**src/rtl/assert_macros.svh**
```systemverilog
// Assertion macros shared by the segmenter RTL.
// Expects i_clk and i_rst_n in the scope where a macro is used.
`ifndef ASSERT_MACROS_SVH
`define ASSERT_MACROS_SVH
`ifndef ASSERT_OFF
// Implication check, sampled on the rising edge, off during reset
`define BLS_ASSERT_IMP(lbl, ante, cons) \
    lbl: assert property (@(posedge i_clk) disable iff (!i_rst_n) (ante) |-> (cons)) \
        else $error("blseg: implication check failed");
// Invariant check, sampled on the rising edge, off during reset
`define BLS_ASSERT_ALW(lbl, cond) \
    lbl: assert property (@(posedge i_clk) disable iff (!i_rst_n) (cond)) \
        else $error("blseg: invariant check failed");
`else
`define BLS_ASSERT_IMP(lbl, ante, cons)
`define BLS_ASSERT_ALW(lbl, cond)
`endif
`endif

```
**src/rtl/blseg_ram.sv**
```systemverilog
// Generic simple dual-port RAM: one write port, one read port, registered read.
// Read during write to the same address returns the old word. No dependencies.
module blseg_ram #(
    parameter int W = 8,
    parameter int D = 64
) (
    input  logic                 i_clk,
    input  logic                 i_we,
    input  logic [$clog2(D)-1:0] i_waddr,
    input  logic [W-1:0]         i_wdata,
    input  logic [$clog2(D)-1:0] i_raddr,
    output logic [W-1:0]         o_rdata
);

    logic [W-1:0] r_mem [D];

    always_ff @(posedge i_clk) begin
        if (i_we) begin
            r_mem[i_waddr] <= i_wdata;
        end
        o_rdata <= r_mem[i_raddr];
    end

endmodule

```
**config.mk**
```make
export PLATFORM = sky130hd
export DESIGN_NAME = blseg_ram
export DESIGN_NICKNAME = d
export VERILOG_FILES = /design/src/rtl/assert_macros.svh /design/src/rtl/blseg_ram.sv
export SDC_FILE = /design/constraint.sdc
export NUM_CORES = 1
export LEC_CHECK = 0
export ABC_CLOCK_PERIOD_IN_PS = 2300
export BUFFER_PORTS_ARGS = -buffer_cell sky130_fd_sc_hd__buf_2
export CAP_MARGIN = 20
export CORE_MARGIN = 5
export CORE_UTILIZATION = 45
export CTS_CLUSTER_SIZE = 12
export DETAILED_ROUTE_END_ITERATION = 6
export HOLD_SLACK_MARGIN = 0.03
export SKIP_CTS_REPAIR_TIMING = 1
export SLEW_MARGIN = 10
export SYNTH_ARGS = -nofsm -noshare
export SYNTH_HDL_FRONTEND = slang
export SYNTH_SLANG_ARGS = --single-unit
```
**constraint.sdc**
```tcl
create_clock -name i_clk -period 2.3 [get_ports i_clk]
set_clock_uncertainty 0.15 [all_clocks]
set_input_delay 0.115 -clock i_clk [delete_from_list [all_inputs] [get_ports i_clk]]
set_output_delay 0.115 -clock i_clk [all_outputs]
set_load 0.1 [all_outputs]
```
; ---- Word level (Yosys, flattened, before mapping)
; Memory sizes are Yosys's and may differ from the RTL's. A register that Yosys moved wholly into a read port is not among the register bits.
; Index checks and enable logic that the tools add are counted.
; Widths: inputs -> output; s select.
[classes]
muxes = 2
[op_table]
columns = cell, n
row1 = $mux 1, 2
[totals]
regBits = 0
ram_bits = 512
inputBits = 22
out_inout_bits = 8
word_cells = 3
n_memories = 1
[memory_table]
columns = memory, words, word_bits, rd, rd_clocked_by_memory_dff, wr, line_no
row1 = r_mem, 64, 8, 1, 1, 1, blseg_ram.sv:15  ; logic [W-1:0] r_mem [D];

; ---- Logic depth before layout (Yosys ltp)
; Gate-level depths: netlist (run 1).
[logic_depth]
word_depth = 2
depth_mapped = 9

; ---- Least setup slack after synthesis (run 1)
; No wires, ideal clock.
[synth_timing]
path_kind = input -> register
start = input i_raddr[1]
end = register o_rdata[3] (read register of r_mem)
setup_time_ns = 0.128
arrival_time_ns = 1.655
required_ns = 2.022
path_slack_ns = 0.367
cell_stages = 7
path_cell_list = buf_4 buf_2 buf_2 mux4_2 mux4_2 o21ai_1 o41ai_1
[synth_rtl]
columns = item, line_no
row1 = "start, declared", blseg_ram.sv:11  ; input logic [$clog2(D)-1:0] i_raddr,
row2 = "end, declared", blseg_ram.sv:12  ; output logic [W-1:0] o_rdata

==> results of run 1 <==
## worst min-delay path: stages
cell and delay, ns:
buf_2 0.21, nor3_1 0.12, buf_4 0.16
## power by group through the flow
stage	Sequential (uW)	Combinational, uW	Clock, uW
finish	10500	1230	7670
global route	10500	1310	8260
CTS	10500	1230	7830
detailed placement	10700	1230	0
global placement	10700	1220	0
floorplan	10800	559	0
## cell usage in the layout (no fill, tap or decap), drive strengths merged, types with 4 or more instances in the layout
| cell type | instances |
|---|---|
| nor2 | 83 |
| o221ai | 8 |
| a221oi | 6 |
| nor2b | 14 |
| dlygate4sd3 | 10 |
| o22ai | 8 |
| mux2 | 13 |
| mux2i | 23 |
| clkinv | 15 |
| nand2b | 7 |
| mux4 | 126 |
| dfxtp | 8 |
| a211oi | 4 |
| nand2 | 19 |
| nor3 | 7 |
| nand3 | 13 |
| clkbuf | 72 |
| o21ai | 4 |
| buf | 171 |
| edfxtp | 512 |
## path summary, 6_finish.rpt
kind | from | endpoint | slack, ns | depth (start not counted)
setup / recovery | r_mem[29][4] | o_rdata[4] | 0.13 | 5
hold / removal | i_waddr[2] | r_mem[48][1] | 0.03 | 3
setup reg to reg | r_mem[29][4] | o_rdata[4] | 0.13 | 5
hold reg to reg | r_mem[26][6] | o_rdata[6] | 0.69 | 3
## synthesized netlist by cell type, types with 2 or more instances
cell type | count | area (sq um)
nand3b_1 | 3 | 22.5
mux4_2 | 126 | 2840
edfxtp_1 | 512 | 15400
mux2i_1 | 23 | 230
nand2b_1 | 7 | 43.8
o41ai_1 | 2 | 17.5
o21ai_1 | 2 | 10.0
buf_6 | 4 | 45.0
a221oi_1 | 6 | 52.6
o2bb2ai_1 | 3 | 26.3
nor2b_1 | 14 | 87.6
nand4_1 | 2 | 12.5
clkbuf_1 | 17 | 63.8
o221ai_1 | 8 | 70.1
nor3_1 | 7 | 35.0
a211oi_1 | 4 | 30.0
o2111ai_1 | 3 | 26.3
o21ai_0 | 2 | 10.0
buf_1 | 4 | 15.0
nor2_1 | 83 | 312
o32ai_1 | 2 | 17.5
a21oi_1 | 3 | 15.0
dfxtp_1 | 8 | 160
buf_12 | 2 | 40.0
nand3_1 | 13 | 65.1
buf_4 | 13 | 97.6
nand2_1 | 19 | 71.3
mux2_2 | 13 | 146
a22oi_1 | 3 | 22.5
o22ai_1 | 8 | 50.1
nor4_1 | 2 | 12.5
o21a_1 | 2 | 15.0
buf_2 | 11 | 55.1
o221a_2 | 2 | 22.5
a2111oi_0 | 2 | 17.5
## per-stage QoR
stage / utilization, % / setup slack, ns
after floorplan: - / 0.367
after global placement: 49.8 / -0.212
after detailed placement: 49.8 / -0.130
after CTS: 53.2 / 0.0864
after global routing: 53.4 / 0.0613
final: 53.4 / 0.133
## state kept, by name, indices dropped and copies added, names as in the netlist
signal,count
r_mem,512
o_rdata,8
## logic make-up after synthesis
kind of cell,synth area share (%)
muxes,15.9
and+or+nand+nor,3.39
AOI/OAI and AO/OA,2.07
DFF,77.0
buffers and inverters,1.57
## cell type report
type,count,share of cell area (%)
Timing Repair Buffer,182,6.63
Clock buffer,71,5.89
Sequential cell,520,65.6
Antenna cell,1,0.0106
Multi-Input combinational cell,369,18.2
Tap cell,592,3.13
Clock inverter,18,0.460
## layer usage
metal  vias to the layer above  wire length [um]  GRT usage (%)  part of all wire, %
li1                       4299                 -              -                    -
met1                      5294             20000           27.0                   44
met2                       310             22100           29.3                   48
met3                        77              2810           3.88                  6.1
met4                         2               995           4.59                  2.2
met5                         -                20              0                0.044
==> reports/metrics.cfg, run 1 <==
[outcome]
outcome=finished clean

[synthesis]
synth-seq-cells=520
seq_area_frac_synth_pct=77.0
avgSynthCellArea_sq_um=21.5
netlist_area_sq_mm=0.0202
synthArstFlopShare_pct=0
yosys_warnings=0
synth.distinct_cells=40
syn_inst=940
synth_nets=962
synth_edf_count=512
yosys_most_used_dff=edfxtp_1

[finish]
area_growth_pct=17.4
multi_input_area_sq_mm=0.00432
regArea_sq_mm=0.0155
fill_cells=3458
fin_nets=1148
instances_no_fill=1753
drive_gt1_share_pct=32.2
design_area_sq_mm=0.0237

[global_route]
grt_pass1_vias=10300
grt_overflow_total=0
grt_max_degree=41
grt_usage_pct=18.5
grt_pass1_wl_mm=68.0
antenna_found_initial=2

[worst_setup_path]
cp.required_ns=2.61
cp.arrival_ns=2.48
path_max_fanout=1
crit_path_start_kind=register
max_stage_delay_ns=0.48
slowest_stage=mux4_2
critical-path-top-delay-family=multiplexers
endpoint_kind=register
worstPathCellList=mux4_2 > mux2_2 > o221a_2 > nor3_1 > o32ai_1
crit_buf_inv=0
path_class=register to register

[clock_network]
htree_levels=2
cts_made_buffers=53
clock-root-buffer=clkbuf_16
clk_pin_slew_ns=0.06
cts_tree=yes
clock_latency_ns=0.59
clock_path_buffers=3
clock-sinks=520

[route]
via_count=9982
drc=0
via_per_inst=5.69
drt-initial-drc-count=1000
drt-total-wl_mm=45.9
wl_per_cell_um=26.2
dr.pass1.iters=5
final_antenna_net_count=0

[sta]
min_period_over_period_pct=94.2
whs_ns=0.0281
rsz0062_at_grt=no
slew_headroom_pct=45.0
setup-tns-final_ns=0
max_freq_ghz=0.461
finalMaxSlewViolations=0
finalHoldViolCount=0
fin_crit_ns=2.17
tightest_slew_ns=0.825
setup_viol=0

[power]
p_comb_share_pct=6.3
switching_share_pct=21.3
finalPower_uw=19400
power.density_mw_per_mm2=820
p_leak_uw=0.00766
switching_power_uw=4140
peakVddDrop_v=0.000611
clockPowerShare_pct=39.5
p_seq_share_pct=54.2
internal_power_uw=15300

[die]
die_x_um=222
ios=30
dieArea_sq_mm=0.0491
initial_core_util_pct=45.5
row_count=77
core_area_sq_mm=0.0443
die_y_um=222

[hold_path]
hold_class=input pin to register

[run]
maxCapViolCount=0

[place]
port_buffers=29
placed_area_sq_mm=0.0221
hpwl_mm=30.1
dpl.cell_count=1653
gp_congestion=0.806

No activity file was read; power rests on OpenSTA's default activity.
==> run 2: changes to the inputs <==
- ABC_CLOCK_PERIOD_IN_PS: 2300 -> 2450
- CTS_CLUSTER_DIAMETER: not set -> 150
- clock period: 2.3 -> 2.45 ns (I/O delays scaled with it)
==> run 2 against run 1 <==
First-iteration DRC count fell by 0.20%. Core utilization shrank 0.83 points. Largest power group unchanged. Critical path depth unchanged.
==> reports/metrics.cfg, run 2 (synthesized netlist as in run 1, its figures left out) <==
[route]
wl_per_cell_um=26.6
routed.top_layer=met5
wl_met1_mm=20.1
dr.pass1.iters=5
drt-total-wl_mm=45.8
final_antenna_net_count=0
via_count=9820
drc=0
drt-initial-drc-count=998
wl_met2_mm=21.7
via_per_inst=5.70
wl_met3_mm=2.50

[finish]
n_antenna_cell=0
top_register=r_mem
fin_nets=1134
final_cell_mix=edfxtp_1 (512), mux4_2 (126), buf_4 (123), nor2_1 (83), clkbuf_16 (49)
area_growth_pct=15.5
drive_gt1_share_pct=31.1
design_area_sq_mm=0.0233
reg_top3=r_mem (512), o_rdata (8)
final_common_cell=edfxtp_1
instances_no_fill=1723
largest_reg_flops=512

[sta]
rsz0062_at_grt=no
whs_ns=0.0177
fin_crit_ns=2.18
setup_viol=0
min_period_over_period_pct=88.8
slew_headroom_pct=50.5
tightest_slew_ns=0.743
finalMaxSlewViolations=0
finalHoldViolCount=0
max_freq_ghz=0.459

[die]
ios=30
row_count=77
die_y_um=222
die_x_um=222
core_area_sq_mm=0.0443
initial_core_util_pct=45.5
dieArea_sq_mm=0.0491

[worst_setup_path]
path_max_fanout=1
crit_path_start_kind=register
endpoint_kind=register
r2r_start=r_mem[28][4]
cp.arrival_ns=2.47
regToRegEndpoint=o_rdata[4]
r2r_cells=5
regToRegSetupSlack_ns=0.27
path_class=register to register
cp.required_ns=2.74

[place]
dpl.cell_count=1642
gp_congestion=0.788
port_buffers=29
placed_area_sq_mm=0.0219
hpwl_mm=29.7

[clock_network]
clk_pin_slew_ns=0.06
clock-root-buffer=clkbuf_16
clock_path_buffers=3
cts_tree=yes
cts_made_buffers=49
clock_latency_ns=0.58
htree_levels=2
clock-sinks=520

[power]
switching_share_pct=21.2
p_seq_share_pct=56.0
power.density_mw_per_mm2=757
internal_power_uw=13900
finalPower_uw=17600
switching_power_uw=3750
peakVddDrop_v=0.000592
clockPowerShare_pct=37.7
p_comb_share_pct=6.3
p_leak_uw=0.00748

[global_route]
grt_overflow_total=0
antenna_found_initial=1
grt_max_degree=65
grt_pass1_wl_mm=67.9
grt_usage_pct=18.6
grt_pass1_vias=10300

[hold_path]
holdPathStages=1
hp-start=i_wdata[0]
hold_path_end=r_mem[17][0]
hold_class=input pin to register

[run]
maxCapViolCount=0

[outcome]
outcome=finished clean

[run 2: cell types whose count changed in the layout (fill, tap and decap cells not counted), sizes merged]
cell	delta
buf	-11
diode	-1
inv	-1
clkbuf	-2
bufinv	-1
dlygate4sd3	+1
clkinv	-15
[run 2: power groups by stage]
stage | registers (uW) | clock network, uW | logic, uW
2_1_floorplan | 10200 | 0 | 525
3_3_place_gp | 10100 | 0 | 1100
3_5_place_dp | 10100 | 0 | 1110
4_1_cts | 9880 | 6810 | 1110
5_1_grt | 9880 | 7190 | 1180
6_report | 9880 | 6650 | 1110
[run 2: worst max path at each step]
stage / slack [ns] / startpoint / to
5_1_grt: 0.20 / r_mem[29][4] / o_rdata[4]
4_1_cts: 0.25 / r_mem[28][4] / o_rdata[4]
2_1_floorplan: 0.51 / i_raddr[1] / o_rdata[3]
3_3_place_gp: 0.02 / i_raddr[0] / o_rdata[0]
6_report: 0.27 / r_mem[28][4] / o_rdata[4]
3_5_place_dp: -0.03 / i_raddr[0] / o_rdata[0]
[run 2: layer usage]
layer,vias up,track usage [%]
met5,-,0
met4,2,6.64
met3,74,2.99
met2,315,29.2
met1,5178,26.8
li1,4251,-
[run 2: stage by stage]
step	TNS, ns	util [%]	setup slack [ns]
after floorplan	0	-	0.510
after global placement	0	49.4	0.0190
after detailed placement	-0.0321	49.4	-0.0321
after CTS	0	52.3	0.247
after global routing	0	52.6	0.203
final	0	52.6	0.273
[run 2: critical path: stages (launching register included)]
cell and delay (ns):
edfxtp_1 0.36, mux4_2 0.47, mux2_2 0.28, o221a_2 0.28, nor3_1 0.36, o32ai_1 0.14
[run 2: cell type report]
| type | count | area (sq um) |
|---|---|---|
| clock inverter | 1 | 8.76 |
| fill | 3483 | 21000 |
| sequential | 520 | 15500 |
| multi-input combinational | 369 | 4320 |
| timing repair buffer | 172 | 1400 |
| clock buffer | 69 | 1300 |
| tap | 592 | 741 |
