**config.mk**
```make
export PLATFORM = sky130hd
export DESIGN_NAME = blseg_span
export DESIGN_NICKNAME = d
export VERILOG_FILES = /design/src/rtl/assert_macros.svh /design/src/rtl/blseg_pkg.sv /design/src/rtl/blseg_div.sv /design/src/rtl/blseg_span.sv
export SDC_FILE = /design/constraint.sdc
export NUM_CORES = 2
export LEC_CHECK = 0
export ABC_AREA = 1
export BUFFER_PORTS_ARGS = -buffer_cell sky130_fd_sc_hd__buf_2
export CAP_MARGIN = 20
export CORE_MARGIN = 2
export CORE_UTILIZATION = 60
export CTS_CLUSTER_DIAMETER = 200
export CTS_CLUSTER_SIZE = 25
export DETAILED_ROUTE_END_ITERATION = 10
export GPL_TIMING_DRIVEN = 0
export PLACE_DENSITY = 0.86
export SYNTH_ARGS = -nofsm -noshare
export SYNTH_HDL_FRONTEND = slang
export SYNTH_SLANG_ARGS = --single-unit
```
**constraint.sdc**
```tcl
create_clock -name i_clk -period 6.7 [get_ports i_clk]
set_clock_uncertainty 0.1 [all_clocks]
set_input_delay 0.67 -clock i_clk [delete_from_list [all_inputs] [get_ports i_clk]]
set_output_delay 0.67 -clock i_clk [all_outputs]
set_load 0.02 [all_outputs]
```
**src/rtl/assert_macros.svh**
```systemverilog
// Assertion macros shared by the segmenter RTL.
// Expects i_clk and i_rst_n in the scope where a macro is used.
`ifndef ASSERT_MACROS_SVH
`define ASSERT_MACROS_SVH
`ifndef ASSERT_OFF
// Implication check, sampled on the rising edge, off during reset
`define BLS_ASSERT_IMP(lbl, ante, cons) \
    lbl: assert property (@(posedge i_clk) disable iff (!i_rst_n) (ante) |-> (cons)) \
        else $error("blseg: implication check failed");
// Invariant check, sampled on the rising edge, off during reset
`define BLS_ASSERT_ALW(lbl, cond) \
    lbl: assert property (@(posedge i_clk) disable iff (!i_rst_n) (cond)) \
        else $error("blseg: invariant check failed");
`else
`define BLS_ASSERT_IMP(lbl, ante, cons)
`define BLS_ASSERT_ALW(lbl, cond)
`endif
`endif

```
**src/rtl/blseg_pkg.sv**
```systemverilog
// Shared constants, state encodings and handshake structs of the segmenter.
// No dependencies; the divider, span unit and top refer to it by scoped names.
package blseg_pkg;

    localparam int MAX_SAMPLES = 64;
    localparam int AW          = 6;   // store address width
    localparam int CNT_W       = 7;   // counts that can hold MAX_SAMPLES
    localparam int SMP_W       = 8;
    localparam int THR_W       = 12;
    localparam int COST_W      = 40;
    localparam int FRAC_W      = 16;
    localparam int NUM_W       = SMP_W + FRAC_W;      // dividend width
    localparam int SUM_W       = 2 * NUM_W + AW;      // exact squared-error sum
    localparam logic [THR_W-1:0] THR_RESET = 12'd10;

    // Top-level sequencer
    typedef enum logic [4:0] {
        S_LOAD, S_INIT, S_K0, S_K1, S_K2, S_WAIT, S_AZ1, S_AZ2,
        S_SCAN, S_DECIDE, S_SHK_RD, S_SHK_WR, S_SHC_RD, S_SHC_WR,
        S_RECOMP, S_E0, S_E1, S_E2
    } t_top_state;

    // Span cost unit sequencer
    typedef enum logic [3:0] {
        SP_IDLE, SP_RA, SP_RB, SP_VB, SP_DIV, SP_RD, SP_E, SP_SQ, SP_ACC, SP_DONE
    } t_span_state;

    typedef struct packed {
        logic          start;
        logic [AW-1:0] a;
        logic [AW-1:0] b;
    } t_span_req;

    typedef struct packed {
        logic              busy;
        logic              done;
        logic [COST_W-1:0] cost;
    } t_span_rsp;

endpackage

```
**src/rtl/blseg_div.sv**
```systemverilog
// Restoring divider, one quotient bit per cycle, for the segment slope.
// Depends on blseg_pkg for widths.
module blseg_div (
    input  logic                         i_clk,
    input  logic                         i_rst_n,
    input  logic                         i_start,
    input  logic [blseg_pkg::NUM_W-1:0]  i_num,
    input  logic [blseg_pkg::AW-1:0]     i_den,
    output logic                         o_done,
    output logic [blseg_pkg::NUM_W-1:0]  o_quot
);

    logic                        r_busy;
    logic                        r_done;
    logic [4:0]                  r_step;
    logic [blseg_pkg::NUM_W-1:0] r_num;
    logic [blseg_pkg::AW:0]      r_rem;
    logic [blseg_pkg::AW-1:0]    r_den;
    logic [blseg_pkg::AW:0]      rem_sh;
    logic                        q_bit;

    // Trial subtract of the shifted partial remainder
    assign rem_sh = {r_rem[blseg_pkg::AW-1:0], r_num[blseg_pkg::NUM_W-1]};
    assign q_bit  = (rem_sh >= {1'b0, r_den});

    always_ff @(posedge i_clk) begin
        if (!i_rst_n) begin
            r_busy <= 1'b0;
            r_done <= 1'b0;
            r_step <= '0;
        end else begin
            r_done <= 1'b0;
            if (i_start) begin
                r_busy <= 1'b1;
                r_step <= '0;
            end else if (r_busy) begin
                r_step <= r_step + 5'd1;
                if (r_step == 5'(blseg_pkg::NUM_W - 1)) begin
                    r_busy <= 1'b0;
                    r_done <= 1'b1;
                end
            end
        end
    end

    // Datapath: dividend shifts out as quotient bits shift in
    always_ff @(posedge i_clk) begin
        if (i_start) begin
            r_num <= i_num;
            r_rem <= '0;
            r_den <= i_den;
        end else if (r_busy) begin
            r_num <= {r_num[blseg_pkg::NUM_W-2:0], q_bit};
            r_rem <= q_bit ? (rem_sh - {1'b0, r_den}) : rem_sh;
        end
    end

    assign o_done = r_done;
    assign o_quot = r_num;

endmodule

```
**src/rtl/blseg_span.sv**
```systemverilog
// Span cost unit: squared interpolation error of the samples strictly between
// two kept positions. Depends on blseg_pkg and blseg_div; reads the sample RAM.
module blseg_span (
    input  logic                         i_clk,
    input  logic                         i_rst_n,
    input  blseg_pkg::t_span_req         i_req,
    output blseg_pkg::t_span_rsp         o_rsp,
    output logic [blseg_pkg::AW-1:0]     o_sample_raddr,
    input  logic [blseg_pkg::SMP_W-1:0]  i_sample_rdata
);

    blseg_pkg::t_span_state r_state, n_state;

    logic [blseg_pkg::AW-1:0]     r_a, n_a, r_b, n_b, r_k, n_k;
    logic [blseg_pkg::SMP_W-1:0]  r_va, n_va;
    logic                         r_neg, n_neg;
    logic signed [24:0]           r_slope, n_slope;
    logic signed [25:0]           r_acc, n_acc;
    logic [23:0]                  r_mag, n_mag;
    logic [47:0]                  r_sq, n_sq;
    logic [blseg_pkg::SUM_W-1:0]  r_sum, n_sum;

    logic                         div_start;
    logic [blseg_pkg::NUM_W-1:0]  div_num;
    logic [blseg_pkg::AW-1:0]     div_den;
    logic                         div_done;
    logic [blseg_pkg::NUM_W-1:0]  div_quot;
    logic signed [8:0]            diff;
    logic [7:0]                   diff_mag;
    logic signed [24:0]           slope_v;
    logic signed [25:0]           err;

    blseg_div u_div (
        .i_clk   (i_clk),
        .i_rst_n (i_rst_n),
        .i_start (div_start),
        .i_num   (div_num),
        .i_den   (div_den),
        .o_done  (div_done),
        .o_quot  (div_quot)
    );

    // Signed endpoint difference and its magnitude
    assign diff     = $signed({1'b0, i_sample_rdata}) - $signed({1'b0, r_va});
    assign diff_mag = diff[8] ? 8'(-diff) : diff[7:0];
    assign slope_v  = r_neg ? -$signed({1'b0, div_quot}) : $signed({1'b0, div_quot});
    assign err      = r_acc - $signed({2'b00, i_sample_rdata, 16'b0});

    always_ff @(posedge i_clk) begin
        if (!i_rst_n) begin
            r_state <= blseg_pkg::SP_IDLE;
        end else begin
            r_state <= n_state;
        end
    end

    always_ff @(posedge i_clk) begin
        r_a     <= n_a;
        r_b     <= n_b;
        r_k     <= n_k;
        r_va    <= n_va;
        r_neg   <= n_neg;
        r_slope <= n_slope;
        r_acc   <= n_acc;
        r_mag   <= n_mag;
        r_sq    <= n_sq;
        r_sum   <= n_sum;
    end

    // Sequencer: endpoints, slope divide, then one interior sample per pass
    always_comb begin
        n_state        = r_state;
        n_a            = r_a;
        n_b            = r_b;
        n_k            = r_k;
        n_va           = r_va;
        n_neg          = r_neg;
        n_slope        = r_slope;
        n_acc          = r_acc;
        n_mag          = r_mag;
        n_sq           = r_sq;
        n_sum          = r_sum;
        div_start      = 1'b0;
        div_num        = {diff_mag, 16'b0};
        div_den        = r_b - r_a;
        o_sample_raddr = r_a;
        o_rsp.busy     = (r_state != blseg_pkg::SP_IDLE);
        o_rsp.done     = 1'b0;
        o_rsp.cost     = {2'b00, r_sum[blseg_pkg::SUM_W-1:blseg_pkg::FRAC_W]};
        case (r_state)
            blseg_pkg::SP_IDLE: begin
                if (i_req.start) begin
                    n_a   = i_req.a;
                    n_b   = i_req.b;
                    n_sum = '0;
                    // no interior sample: zero cost
                    if ({1'b0, i_req.b} <= ({1'b0, i_req.a} + 7'd1)) begin
                        n_state = blseg_pkg::SP_DONE;
                    end else begin
                        n_state = blseg_pkg::SP_RA;
                    end
                end
            end
            blseg_pkg::SP_RA: begin
                o_sample_raddr = r_a;
                n_state        = blseg_pkg::SP_RB;
            end
            blseg_pkg::SP_RB: begin
                o_sample_raddr = r_b;
                n_va           = i_sample_rdata;
                n_state        = blseg_pkg::SP_VB;
            end
            blseg_pkg::SP_VB: begin
                n_neg     = diff[8];
                div_start = 1'b1;
                n_state   = blseg_pkg::SP_DIV;
            end
            blseg_pkg::SP_DIV: begin
                if (div_done) begin
                    n_slope = slope_v;
                    n_acc   = $signed({2'b00, r_va, 16'b0}) + 26'(slope_v);
                    n_k     = r_a + 6'd1;
                    n_state = blseg_pkg::SP_RD;
                end
            end
            blseg_pkg::SP_RD: begin
                o_sample_raddr = r_k;
                n_state        = blseg_pkg::SP_E;
            end
            blseg_pkg::SP_E: begin
                n_mag   = err[25] ? 24'(-err) : err[23:0];
                n_state = blseg_pkg::SP_SQ;
            end
            blseg_pkg::SP_SQ: begin
                n_sq    = 48'(r_mag) * 48'(r_mag);
                n_state = blseg_pkg::SP_ACC;
            end
            blseg_pkg::SP_ACC: begin
                n_sum = r_sum + blseg_pkg::SUM_W'(r_sq);
                n_acc = r_acc + 26'(r_slope);
                n_k   = r_k + 6'd1;
                if ((r_k + 6'd1) == r_b) begin
                    n_state = blseg_pkg::SP_DONE;
                end else begin
                    n_state = blseg_pkg::SP_RD;
                end
            end
            blseg_pkg::SP_DONE: begin
                o_rsp.done = 1'b1;
                n_state    = blseg_pkg::SP_IDLE;
            end
            default: begin
                n_state = blseg_pkg::SP_IDLE;
            end
        endcase
    end

endmodule

```
**Yosys cells after proc, flatten, opt, wreduce, memory -nomap -nowiden**

Cells that the tools add are included.

- Flip-flop bits (word level): 251
- Latch bits: 0
- RAM bits: 0
- ROM bits: 0
- Bits of input ports: 23
- Output and inout port bits: 48
- Logic and storage cells: 86
- Memories kept: 0

- $add $sub $neg: 14
- Multipliers: 1
- Div/mod/pow operators: 0
- Order comparisons: 2
- Equality and inequality tests: 13
- Shifts and indexed selects: 0
- Multiplexer cells: 24
- Bitwise operators: 2
- Reduce and logical (&&, ||, !) cells: 12

Operators with widths:

| operator | number |
|---|---|
| 54-bit case mux with 2 select lines | 1 |
| 24-bit two-way mux | 3 |
| 54-bit by 48-bit adder with 54-bit output | 1 |
| 54-bit two-way mux | 1 |
| 26-bit case mux with 2 select lines | 1 |
| 24-bit by 24-bit multiplier with 48-bit output | 1 |
| 4-bit case mux with 9 select lines | 1 |
| 25-bit by 25-bit adder with 26-bit output | 1 |
| 26-bit by 25-bit adder with 26-bit output | 1 |
| 26-bit two-way mux | 1 |
| 26-bit by 25-bit subtractor with 26-bit output | 1 |
| 25-bit two-way mux | 1 |
| 24-bit negation with 25-bit output | 1 |
| 24-bit negation | 1 |
| 6-bit case mux with 2 select lines | 2 |
| 4-bit by 3-bit == test with 1-bit output, second input constant | 4 |
| 4-bit two-way mux | 4 |
| 6-bit by 1-bit adder with 6-bit output, second input constant | 2 |
| 6-bit two-way mux | 2 |
| 6-bit subtractor | 2 |
| 2-bit AND reduction | 5 |
| 8-bit by 8-bit subtractor with 9-bit output | 1 |
| 4-bit by 2-bit == test with 1-bit output, second input constant | 2 |
| 4-bit == test, second input constant | 2 |
| 18 further kinds | 26 |

**Longest topological paths before layout**

- Depth after elaboration: 5
- Mapped depth: 29
- Mapped depth without buffers: 29

**By module**

A second synthesis with hierarchy kept.

- Cell total of the unflattened synthesis: 4739
- Area, all modules: 35881.9 um2

Modules (own cells, without submodules):

| module | instances | cells each | area an instance (um2) | sequential area each (um2) |
|---|---|---|---|---|
| blseg_span | 1 | 4497 | 33747.4 | 6175.9 |
| blseg_div | 1 | 242 | 2134.5 | 1161.1 |

**Worst setup path after synthesis**

Ideal clock, no wire load.

- Path kind: register to register
- Start: register r_mag[21]
- End: register r_sq[43] (data pin)
- Library setup time: 252 ps
- Arrival time: 5880 ps
- Data required time: 6348 ps
- Slack: 468 ps
- Stages on the path, launching flop included: 23
- Buffers on the path: 2
- Clock period less this slack: 6232 ps
- Cells stage by stage: edfxtp_1 > clkbuf_1 > clkbuf_1 > nand2_1 > fa_1 > fa_1 > fa_1 > fa_1 > inv_1 > fa_1 > fa_1 > inv_1 > fa_1 > inv_1 > ha_1 > a21oi_1 > o21ai_0 > a21oi_1 > nor2_1 > nor3_1 > nand2_1 > nand2_1 > nand2_1

- Cells in the longest elaborated chain, start to end: 1

RTL lines:

| what | RTL line | text |
|---|---|---|
| start, declared | blseg_span.sv:19 | `logic [23:0] r_mag, n_mag;` |
| start signal, assigned | blseg_span.sv:65 | `r_mag <= n_mag;` |
| 24-bit by 24-bit multiplier with 48-bit output | blseg_span.sv:135 | `n_sq = 48'(r_mag) * 48'(r_mag);` |
| end signal, assigned | blseg_span.sv:66 | `r_sq <= n_sq;` |
| end, declared | blseg_span.sv:20 | `logic [47:0] r_sq, n_sq;` |

Every way passes these cells.
A chain may end at the register's enable or synchronous reset.

**Worst setup path in the final report**

- Start: register r_mag[5]
- End: register r_sq[31] (data pin)

Same word-level chain as after synthesis.

==> results.txt <==
After synthesis, the largest area contributor takes up 24.6% of total cell area. TritonCTS built the clock tree. The total number of H-tree levels came out at 1. The vertical die dimension is 247 um. For this run, the total global-route usage over all layers was measured as 33.4%. The via count of the first global-routing pass came to 30.1k. The detailed router used layers up to and including met5. The reported max-cap violation count came out at 0.

In the final routing, the length of wire on met1 measures 40.4 mm. Dividing the detail-routed wire length by the instance count gives 18.3 um. The die width is 247 um. The distinct cell type count of the synthesized netlist is 50. The tightest min-delay check is of the input port to flop type. In the post-synthesis netlist, the biggest area contributors are fa_1, edfxtp_1, nand2_1, inv_1, ha_1.

The CTS sink count is 250. The total global routing overflow is 0. STA classifies the critical path startpoint as a flop.

At the worst endpoint, the required time is 6.93 ns. The final reports fail on setup timing. The worst setup path startpoint is r_mag[5]. At the end of routability-driven placement, the weighted congestion stood at 0.998. The max-slew violation count is 0. The number of synthesized register bits is 250. The synthesized design spends more area on one cell type than any other, namely fa_1. STA classifies the critical path endpoint as a flop.

The critical path data arrival time came out at 6.95 ns. The number of failing setup endpoints in the final timing report came out at 4. The final layout contains 5633 nets. In this run the tightest slew margin relative to its limit is 34.5%. The count of pins on the block boundary is 71.

The pin count of the biggest net entering global routing came out at 39. The post-synthesis to final-layout area growth came out at 10.1%. The deepest clock path buffer count is 3. The worst setup margin is -0.0247 ns. The worst setup path is of the flop to flop kind. Subtracting the final worst setup slack from the clock period gives 6.72 ns. The length of routed met2 wiring came out at 47.8 mm. The first routing iteration left 3124 violations. Yosys printed 0 warnings. The run finished, with violations left. The filler cell count in the final layout is 4807. The endpoint identified for the worst register-to-register timing path is r_sq[31]. The first global-routing pass estimated 157 mm of wire. The final core area utilization came out at 66.5%. The commonest cells after synthesis are nand2_1, inv_1, fa_1. Of all nets on the critical path, the largest fanout is 8. The most critical setup path has its endpoint at r_sq[31]. The register-to-register setup slack came out at -0.02 ns. The floorplan has 89 rows. The number of port buffers came out at 68. In the synthesized netlist the dominant register cell turns out to be edfxtp_1. The latest clock arrival within the worst-skew pair came out at 0.53 ns.

Averaged over all synthesized cells, the footprint is 7.54 um^2. The beginning of the worst register-to-register path is r_mag[5]. The area of the die came out at 0.0612 mm^2. Among all cell types in the netlist, the one instantiated most often is nand2_1.

The final hold violation count is 0. The count of flip-flops with a built-in enable after synthesis is 217. Of the available clock period, the critical path in the final layout requires 100%. The tightest hold path in the finished design has a slack of 0.226 ns. The ratio of routed vias to standard cells came out at 5.51. The highest attainable clock frequency came out at 149 MHz.

The transition time at the pin with the least slew margin came out at 0.979 ns. After synthesis, the share of flip-flops with an asynchronous set or reset is 0%. The summed instance area of the synthesized netlist is 0.0355 mm^2. The wire length after detailed routing came out at 104 mm. The hold buffer count at cts is 0.

The count of mapped cells out of synthesis is 4712. The residual DRC count came out at 0. The share of final-layout standard cells stronger than drive strength 1 came out at 9.47%. The final route contains 31.2k vias. The root buffer cell is clkbuf_16.

The post-CTS clock slew at the launch and capture registers of the worst setup and hold paths is 0.11 ns. For the worst flop-to-flop path, the logic depth is 23. The area of the core is 0.0588 mm^2. The half-perimeter wire length after detailed placement came out at 82.6 mm. The remaining antenna violation count after routing is 0. The initial antenna violation count came out at 2.

The sequential share of the synthesized area came out at 20.2%. The met3 wirelength from detailed routing came out at 9.89 mm. The TritonCTS buffer count is 13.

The starting density of the core is 60.4%. For this run, the detailed router's first-pass iteration total came to 8.
registers in the layout (all words and copies together) (netlist names):
register and flops:
r_sum 54, r_sq 47, r_acc 26, r_slope 25, r_mag 24, u_div.o_quot 24, r_va 8, r_a 6
r_b 6, r_k 6, u_div.r_den 6, u_div.r_rem 6, u_div.r_step 5, r_state 4, r_neg 1, u_div.o_done 1
u_div.r_busy 1
worst max-delay path, stage by stage (launching register included):
cell      delay, ns
edfxtp_1       0.59
buf_8          0.21
buf_12         0.11
nand2_1        0.08
fa_2           0.62
inv_1          0.06
fa_1           0.49
inv_1          0.06
fa_1           0.55
inv_1          0.06
fa_1           0.45
ha_1           0.30
fa_1           0.49
inv_1          0.06
fa_1           0.49
inv_1          0.05
ha_1           0.38
nand2_1        0.17
o21ai_0        0.35
inv_1          0.15
nand2_1        0.23
nand3_1        0.11
nand2_1        0.11
xor2_1         0.25
final cells by class:
| class | instances | area, um^2 | share of cell area, % |
|---|---|---|---|
| timing repair buffer | 154 | 1120 | 2.87 |
| sequential | 250 | 7180 | 18.3 |
| inverter | 1175 | 4410 | 11.3 |
| tap | 773 | 967 | 2.47 |
| clock buffer | 21 | 355 | 0.908 |
| multi-input combinational | 3172 | 24100 | 61.6 |
| antenna | 1 | 2.50 | 0.00640 |
| buffer | 115 | 963 | 2.46 |
| clock inverter | 1 | 8.76 | 0.0224 |
how the worst min path moves through the flow:
stage / start / end / slack, ns / depth (start not counted)
2_1_floorplan: u_div.o_quot[0] / r_slope[0] / 0.33 / 0
3_3_place_gp: u_div.r_step[3] / u_div.r_step[3] / 0.37 / 2
3_5_place_dp: u_div.o_quot[0] / r_slope[0] / 0.37 / 0
4_1_cts: i_req[0] / r_b[0] / 0.21 / 1
5_1_grt: i_req[0] / r_b[0] / 0.21 / 1
6_report: i_req[0] / r_b[0] / 0.23 / 1
cells in the final DEF (no fill, tap or decap), types with 11 or more instances in the layout:
cell type and instances:
inv_1 1168, a21oi_1 182, nand3_2 12, nand3b_1 15, nand2_1 1236, nand2_2 36, clkbuf_16 13, buf_2 79
nor3_1 31, nor2_1 322, nand3_1 157, buf_4 118, a22oi_1 16, buf_6 23, nor2_4 19, clkbuf_1 18
dfxtp_1 33, ha_1 269, o21ai_2 13, xnor2_1 40, ha_4 20, edfxtp_1 217, clkbuf_4 13, o21bai_1 11
xor2_1 52, nor2_2 28, a21oi_2 19, nand4_1 36, o21ai_0 122, fa_1 430
per-stage QoR:
step	cells	worst slack (ns)	TNS, ns	instance area (um^2)
after floorplan	4713	0.468	0	35500
after global placement	5554	-0.799	-19.78	36900
after detailed placement	5560	-0.836	-21.65	37000
after CTS	5638	-0.0547	-0.208	38100
after global routing	5661	-0.113	-1.13	39100
final	5662	-0.0247	-0.0479	39100
what timing repair did:
| action | 4_1_cts | 5_1_grt |
|---|---|---|
| endpoints found under the hold margin | 0 | 0 |
| pin swaps | 2 | 31 |
| buffers inserted | 56 | 23 |
| gates resized for setup | 118 | 233 |
| setup endpoints to repair | 34 | 30 |
| cloned | 1 | 0 |
cells by family after synthesis:
logic type,count (synthesis),synth area share (%)
mux,1,0.0317
simple gates,1930,22.0
other cells,1,0.0106
xor+xnor,93,2.29
compound gates,417,6.39
flops,250,20.2
fa+ha+maj,729,34.9
buf+inv,1291,14.2
metal layers:
| metal | track usage, % | vias up |
|---|---|---|
| met1 | 43.1 | 14700 |
| met5 | 0 | - |
| met4 | 15.4 | 2 |
| li1 | - | 14600 |
| met2 | 54.2 | 1495 |
| met3 | 6.88 | 387 |
Power is not shown: default switching activity piles up to over one toggle a cycle in this logic, so the estimate is an artifact.
